**src/hdl/vau_pkg.sv**
```systemverilog
// Shared types and constants of the four-component vector arithmetic unit.
// Depends on nothing; every other file but vau_sqrt and the port checks imports it.
package vau_pkg;

  localparam int unsigned VAU_LANES = 4;

  typedef enum logic [3:0] {
    CMD_ADD   = 4'd0,
    CMD_SUB   = 4'd1,
    CMD_NEG   = 4'd2,
    CMD_SCALE = 4'd3,
    CMD_DIV   = 4'd4,
    CMD_DOT   = 4'd5,
    CMD_CROSS = 4'd6,
    CMD_MAG   = 4'd7,
    CMD_NORM  = 4'd8
  } vau_cmd_e;

  // Command and saturation status that travel with every word.
  typedef struct packed {
    vau_cmd_e cmd;
    logic     ovf;
  } vau_tag_t;

endpackage

```
**src/hdl/vau_back.sv**
```systemverilog
// Back end: final result selection, output register and skid register.
// Depends on vau_pkg.
module vau_back
  import vau_pkg::*;
#(
  parameter int unsigned W  = 32,
  parameter int unsigned QW = 48
) (
  input  logic                         clk_i,
  input  logic                         rst_ni,
  input  logic                         valid_i,
  input  logic [VAU_LANES-1:0][QW-1:0] quo_i,
  input  vau_tag_t                     tag_i,
  input  logic [VAU_LANES-1:0][W-1:0]  a_i,
  input  logic [VAU_LANES-1:0][W-1:0]  r_i,
  input  logic [W-1:0]                 sc_i,
  input  logic [W:0]                   root_i,
  input  logic                         dneg_i,
  input  logic                         szero_i,
  input  logic                         out_stall_i,
  output logic                         en_o,
  output logic                         out_valid_o,
  output logic [VAU_LANES-1:0][W-1:0]  r_o,
  output logic [W-1:0]                 sc_o,
  output logic                         ovf_o,
  output logic                         dz_o
);

  localparam logic [W-1:0]  CMAX  = {1'b0, {(W-1){1'b1}}};
  localparam logic [W-1:0]  CMIN  = {1'b1, {(W-1){1'b0}}};
  localparam logic [QW-1:0] QPOS  = {{(QW-W+1){1'b0}}, {(W-1){1'b1}}};
  localparam logic [QW-1:0] QNEG  = {{(QW-W){1'b0}}, 1'b1, {(W-1){1'b0}}};
  localparam logic [W:0]    RTMAX = {2'b00, {(W-1){1'b1}}};

  typedef struct packed {
    logic [VAU_LANES-1:0][W-1:0] r;
    logic [W-1:0]                sc;
    logic                        ovf;
    logic                        dz;
  } word_t;

  word_t fin, out_q, skid_q;
  logic  out_v_q, skid_full_q;

  always_comb begin
    logic neg;
    fin.r   = r_i;
    fin.sc  = sc_i;
    fin.ovf = tag_i.ovf;
    fin.dz  = 1'b0;
    for (int l = 0; l < VAU_LANES; l++) begin
      neg = a_i[l][W-1] ^ dneg_i;
      if (tag_i.cmd == CMD_DIV && szero_i) begin
        fin.dz = 1'b1;
        if (a_i[l][W-1]) begin
          fin.r[l] = CMIN;
        end else if (a_i[l] != '0) begin
          fin.r[l] = CMAX;
        end else begin
          fin.r[l] = '0;
        end
      end else if (tag_i.cmd == CMD_NORM && root_i == '0) begin
        fin.r[l] = a_i[l];
      end else if (tag_i.cmd == CMD_DIV || tag_i.cmd == CMD_NORM) begin
        if (!neg && quo_i[l] > QPOS) begin
          fin.r[l] = CMAX;
          fin.ovf  = 1'b1;
        end else if (neg && quo_i[l] > QNEG) begin
          fin.r[l] = CMIN;
          fin.ovf  = 1'b1;
        end else if (neg) begin
          fin.r[l] = ~quo_i[l][W-1:0] + W'(1);
        end else begin
          fin.r[l] = quo_i[l][W-1:0];
        end
      end
    end
    if (tag_i.cmd == CMD_MAG) begin
      if (root_i > RTMAX) begin
        fin.sc  = CMAX;
        fin.ovf = 1'b1;
      end else begin
        fin.sc = root_i[W-1:0];
      end
    end
  end

  // The pipeline moves while the skid register is free.
  assign en_o = !skid_full_q;

  always_ff @(posedge clk_i or negedge rst_ni) begin
    if (!rst_ni) begin
      out_v_q     <= 1'b0;
      skid_full_q <= 1'b0;
    end else if (!skid_full_q) begin
      if (!out_v_q || !out_stall_i) begin
        out_v_q <= valid_i;
      end else if (valid_i) begin
        skid_full_q <= 1'b1;
      end
    end else if (!out_stall_i) begin
      skid_full_q <= 1'b0;
    end
  end

  always_ff @(posedge clk_i) begin
    if (!skid_full_q) begin
      if (!out_v_q || !out_stall_i) begin
        out_q <= fin;
      end else if (valid_i) begin
        skid_q <= fin;
      end
    end else if (!out_stall_i) begin
      out_q <= skid_q;
    end
  end

  assign out_valid_o = out_v_q;
  assign r_o         = out_q.r;
  assign sc_o        = out_q.sc;
  assign ovf_o       = out_q.ovf;
  assign dz_o        = out_q.dz;

endmodule

```
**config.mk**
```make
export PLATFORM = sky130hd
export DESIGN_NAME = vau_back
export DESIGN_NICKNAME = d
export VERILOG_FILES = /design/src/hdl/vau_pkg.sv /design/src/hdl/vau_back.sv
export SDC_FILE = /design/constraint.sdc
export NUM_CORES = 1
export LEC_CHECK = 0
export ABC_CLOCK_PERIOD_IN_PS = 12800
export BUFFER_PORTS_ARGS = -buffer_cell sky130_fd_sc_hd__buf_2
export CAP_MARGIN = 0
export CORE_AREA = 2 2 270 272
export CTS_CLUSTER_SIZE = 12
export DETAILED_ROUTE_END_ITERATION = 8
export DIE_AREA = 0 0 272 274
export PLACE_DENSITY_LB_ADDON = 0.12
export REMOVE_ABC_BUFFERS = 1
export SETUP_SLACK_MARGIN = 0.4
export SYNTH_ARGS = -nofsm -noshare
export SYNTH_HDL_FRONTEND = slang
export SYNTH_SLANG_ARGS = --single-unit
```
**constraint.sdc**
```tcl
create_clock -name clk_i -period 12.8 [get_ports clk_i]
set_input_delay 2.56 -clock clk_i [delete_from_list [all_inputs] [get_ports clk_i]]
set_output_delay 2.56 -clock clk_i [all_outputs]
set_load 0.01 [all_outputs]
```
* Word level (Yosys, flattened, before mapping) *
Cells that the tools add are included.

operators by class
  add/subtract/negate cells = 4
  magnitude comparators = 9
  equal/unequal tests = 4
  muxes and demuxes = 63
  bitwise operators = 10
  reduce and logical (&&, ||, !) cells = 28

operators by type and width
  kind                     count
  $mux W32                 29
  $mux W162                3
  $gt A48 B31 Y1 const B   4
  $gt A48 B32 Y1 const B   4
  $add A32 B1 Y32 const B  4
  $not A32 Y32             4
  $reduce_bool A32 Y1      4
  $mux W31                 4
  $gt A33 B31 Y1 const B   1
  $logic_not A33 Y1        1
  $mux W33                 1
  $mux W1                  26
  $logic_and A1 B1 Y1      10
  $eq A4 B3 Y1 const B     2
  $logic_not A1 Y1         7
  $eq A4 B4 Y1 const B     1
  $reduce_and A2 Y1        2
  $xor A1 B1 Y1            4
  $reduce_and A3 Y1        1
  $logic_or A1 B1 Y1       2
  $ne A2 B2 Y1 const B     1
  $not A1 Y1               2
  $reduce_bool A2 Y1       1

storage, ports and cells
  register bits after elaboration = 326
  bits of input ports = 524
  output and inout port bits = 164

* Depth between registers and ports, before layout *
  word-level depth = 26
  mapped depth = 11
  mapped depth without buffers = 9

* Worst setup path after synthesis *
Ideal clock, no wire load.

  path kind = register -> register
  start = reg skid_full_q
  end = reg out_q (netlist bit dz_o) (enable)
  setup time = 0.908 ns
  arrival time = 11.936 ns
  data required time = 11.892 ns
  path slack = -0.044 ns
  stages on the path, launching flop included = 3
  path buffers = 1
  clock period less this slack = 12.844 ns
  cells stage by stage = dfrtp_1 -> clkbuf_1 -> o21ai_0

between the ends
  longest elaborated chain between the ends = 2

ends and longest elaborated chain
  element                                                              RTL line         text
  start: declaration                                                   vau_back.sv:43   logic out_v_q, skid_full_q;
  start signal: assignment                                             vau_back.sv:94   skid_full_q <= 1'b0;
  start signal: assignment                                             vau_back.sv:99   skid_full_q <= 1'b1;
  start signal: assignment                                             vau_back.sv:102  skid_full_q <= 1'b0;
  $ne A2 B2 Y1 (no source line) or $reduce_bool A2 Y1 (tied branches)  -
  $reduce_and A2 Y1 (no source line) *                                 -
  end signal: assignment                                               vau_back.sv:109  out_q <= fin;
  end signal: assignment                                               vau_back.sv:114  out_q <= skid_q;
  end: declaration                                                     vau_back.sv:42   word_t fin, out_q, skid_q;

Mark *: on every way between the ends. The rest lies on a longest branch, timed or not.
A chain may end at the register's enable or synchronous reset.

==> results <==
- The cell accounting for the most synthesized area is edfxtp_1.
- The placed standard-cell area is 23500 um^2.
- The yosys synthesis warning count is 0.
- The setup slack after placement is ~5.6 ns.
- Using the TritonRoute via totals, the vias-per-cell ratio works out to about 5.3.
- The worst register-to-register path has a setup slack of 9.98 ns.
- The remaining antenna violation count is 0.
- The share of synthesized registers carrying an async set or reset is less than 1%.
- CTS built an H-tree with a depth of 2.
- The first global-routing pass estimated 120000 um of wire.
- Together, buffers and inverters on the worst path number 3.
- 688 I/O pins were placed.
- No sink is reached through more buffers than the 3 on the longest clock path.
- For this block, the initial DRC count from the detailed router was approximately 1100.
- The tightest min-delay check is of the flip-flop to flip-flop type.
- Walking the worst path, the cells encountered are buf_2, xor2_1, and2_4, buf_4, buf_4, nand2_1, o21ai_1, o21ai_0, mux2_2.
- The startpoint of the most critical register-to-register path is skid_full_q.
- The startpoint identified for the worst hold timing path is skid_q[67].
- The detailed-route wire length is between 80000 and 90000 um.
- The most frequent cell on the critical path is buf_4.
- The analysis attributes to cell leakage a power of 9.38 nW.
- The critical path is of the primary input to flip-flop type.
- The number of pins exceeding their max-slew limit in the final report is 0.
- On the worst path, the slowest cell contributes a delay of 0.85 ns.
- The maximum VDD drop is 0.0772 mV.
- The sort of element at the start of the critical path is a primary input.
- The chip height is 274 um.
- The total standard cell area after synthesis is between 15000 and 20000 um^2.
- Once the floorplan was initialized, standard cells occupied 26.6% of the core.
- The detailed-route DRC error count is 0.
- The tightest hold path in the finished design has a slack of 0.541 ns.
- The run finished with clean final reports.
- Cells with a size suffix above 1 make up around 39% of the layout.
- Dividing the detail-routed wire length by the instance count gives 24.0 um.
- The tree built by TritonCTS fans out to between 300 and 400 sinks.
- On the critical path, the stage with the largest delay is an instance of nand2_1.
- Setup repair after global routing left no endpoint under its margin.
- The endpoint of the worst hold path is r_o[33].
- The cell family with the largest share of critical-path delay is simple AND/OR/NAND/NOR gates.
- The routability congestion estimate from global placement is 0.924.
- The library cell used as clock root buffer is clkbuf_16.
- For this run, the leading register cell type out of synthesis is edfxtp_1.
- The relative max-transition margin is 10.9%.
- The worst setup path is captured at a flip-flop.
- The first element of the critical path is tag_i[3].
- The arrival time of data at the critical path endpoint is a little under 7 ns.
- The number of filler instances in the final layout is 7483.
- The reg-to-reg critical path endpoint is skid_q[116].
- The buffers inserted during post-CTS setup optimization is 0.
- The global routing usage summed across all routing layers is 21.3%.
- The cell depth of the worst min-delay path is 1.
- The worst path needs 6.65 ns of the cycle, external delays included.
- The timing-limited maximum frequency is 150 MHz.
- At the later pin of the worst-skew pair, clock insertion delay measures 0.57 ns.
- The count of maximum capacitance violations is 0.
- During placement, the flow inserted port buffers numbering 687.
- In this run the biggest area consumer among cell types represents 50.9% of the synthesized area.
- The net count of the finished layout is 3001.
- Sorting the synthesized cells by area gives the leading types as edfxtp_1 51%, mux2_2 8.2%, a21oi_1 5.7%, o21ai_0 5.2%, nor4_1 2.6%.
- The post-cts repair resize count is 0.
- Setup slack on the critical path of the routed design comes to 6.15 ns.
- After synthesis, flip-flops and latches occupy approximately 51% of the total area.
- The data required time of the worst path is 13.11 ns.
- The final count of hold timing violations is 0.
- The number of cells on the worst reg-to-reg path is 4.
- The clock arrives with 0.0155 ns of skew.
- The distinct cell type count after synthesis is 68.
- TritonCTS built the clock tree.
- For this run, the detailed router's first-pass iteration total came to 5.
- The via count of the first global-routing pass was around 18000.
- The number of CTS-inserted buffers is 43.
- The width of the chip is 272 um.
- The final critical path takes up 52.0% of the cycle.
- From synthesis to final layout, the design area changed by 30.2%.
- The cell count after synthesis is 1849.
- The count of vias placed by the detailed router is 18395.
- The post-layout instance area is 24900 um^2.
- The final setup violation count is 0.
- The pin count of the biggest net entering global routing is roughly 160.
- The average footprint of a synthesized cell is just over 10 um^2.
- The number of flops mapped to enable cells by yosys is 324.
- The total half-perimeter wirelength after legalization and detailed placement is 60200 um.
- The initial antenna violation count came to 35.
- The die area is 74500 um^2.
- At the pin with the least slew margin, the transition time is 1.33 ns.
- Row generation in the floorplan step produced 99 rows.
- After clock tree synthesis, the clock-pin slew on the worst setup and hold paths is 0.07 ns.
- For this run the aggregate overflow at the end of global routing stands at 0.
- The number of hold buffers added after CTS was 0.
- The critical-path maximum fanout is 48.
- The area of the core region is 72000 um^2.
- In this run, synthesis produced a sequential element count of 326.
- The power density over cell area is between 100 and 150 nW/um^2.
[flip-flops by register name, indices dropped and copies added, names as in the netlist]
name         count
ovf_o            1
out_valid_o      1
sc_o            32
skid_full_q      1
skid_q         162
dz_o             1
r_o            128
[final cells by class]
cell class / count / area, um^2 / area share (%)
clock buffers: 53 / 1160 / 4.64
clock inverters: 22 / 156 / 0.628
flip-flops and latches: 326 / 9780 / 39.3
inverters: 25 / 101 / 0.407
diodes: 21 / 52.6 / 0.211
repair buffers: 717 / 3680 / 14.8
well taps: 959 / 1200 / 4.82
multi-input cells: 1360 / 8780 / 35.3
[worst max-delay path by stage]
stage / endpoint / slack, ns / depth (start not counted)
after floorplan: r_o[105] / -3.56 / 7
after global placement: r_o[122] / 5.63 / 9
after detailed placement: r_o[107] / 5.62 / 9
after CTS: r_o[107] / 6.20 / 9
after global routing: r_o[122] / 5.87 / 9
final: r_o[107] / 6.15 / 9
[metrics by stage]
step                      instances  util (%)  power, mW  TNS, ns
after floorplan                1711         -       1.80  -686.78
after global placement         3387      32.7       2.10        0
after detailed placement       3387      32.7       2.11        0
after CTS                      3462      34.5       3.29        0
after global routing           3475      34.6       3.39        0
final                          3483      34.6       3.24        0
[cell families (layout without fill, tap and decap cells)]
| family | count (synthesis) | after routing | synth area share, % |
|---|---|---|---|
| buffers and inverters | 163 | 817 | 3.49 |
| and+or+nand+nor | 472 | 472 | 13.0 |
| xor gates and xnor gates | 93 | 93 | 4.26 |
| AOI/OAI and AO/OA | 650 | 650 | 19.6 |
| adders and majority gates | 4 | 4 | 0.262 |
| other | 0 | 21 | 0 |
| DFF | 326 | 326 | 51.1 |
| muxes | 141 | 141 | 8.29 |
[worst register-to-register path: cells and delay by family (launching register included)]
kind | cells | cell delay, ns
buffers and inverters | 2 | 1.03
DFF | 1 | 0.35
and+or+nand+nor | 2 | 0.92
[power by group]
part	switching (mW)	internal (mW)
clock network	0.489	0.677
registers	0.0361	1.34
logic	0.422	0.273
[Yosys cell counts (3+ instances only)]
master    number
nand3_1       13
nand2b_1       3
or3_1         13
nand4_1       21
nor4b_1       13
o21ai_0      199
xnor2_1       43
nor2b_1        3
or4_1         26
nor2_1       132
edfxtp_1     324
xor2_1        50
a21oi_1      217
o221ai_1      13
o31ai_1       23
o22ai_1        5
and4_1         3
ha_1           4
mux2_2       140
and2_1         5
or4b_1         3
nand2_1       87
o21ai_1       60
o21ai_2        8
nor3_1        44
inv_1         24
a41oi_1       13
o41ai_2        3
buf_6          5
o41ai_1        7
a211oi_1      26
nor4_1        80
clkbuf_1     117
buf_2         13
or2_2         10
o211ai_1       5
a31oi_1       48
and3_1         4
[cells in the final DEF, fill, tap and decap left out, types with 9 or more instances in the layout]
cell       netlist  final
o21ai_1         60     60
or3_1           13     13
edfxtp_1       324    324
buf_2           13    687
o221ai_1        13     13
a31oi_1         48     48
xor2_1          50     49
nor4b_1         13     13
or2_2           10     10
or4_1           26     26
o31ai_1         23     23
nor2_1         132    131
mux2_2         140    140
a211oi_1        26     26
clkbuf_16        0     45
nand2_1         87     86
nor3_1          44     39
a41oi_1         13     13
inv_1           24     24
a21oi_1        217    217
nand3_1         13     12
nand4_1         21     21
diode_2          0     21
buf_4            0     29
xnor2_1         43     41
o21ai_0        199    198
nor4_1          80     78
clkinv_1         1      9
[metal layers]
layer	part of all wire [%]	vias up	track usage, %
met5	0.19	-	0
met4	2.8	26	6.67
met3	8.1	141	5.59
met2	47	767	35.2
met1	42	8996	27.1
li1	-	8465	-
No activity file was read; power rests on OpenSTA's default activity.
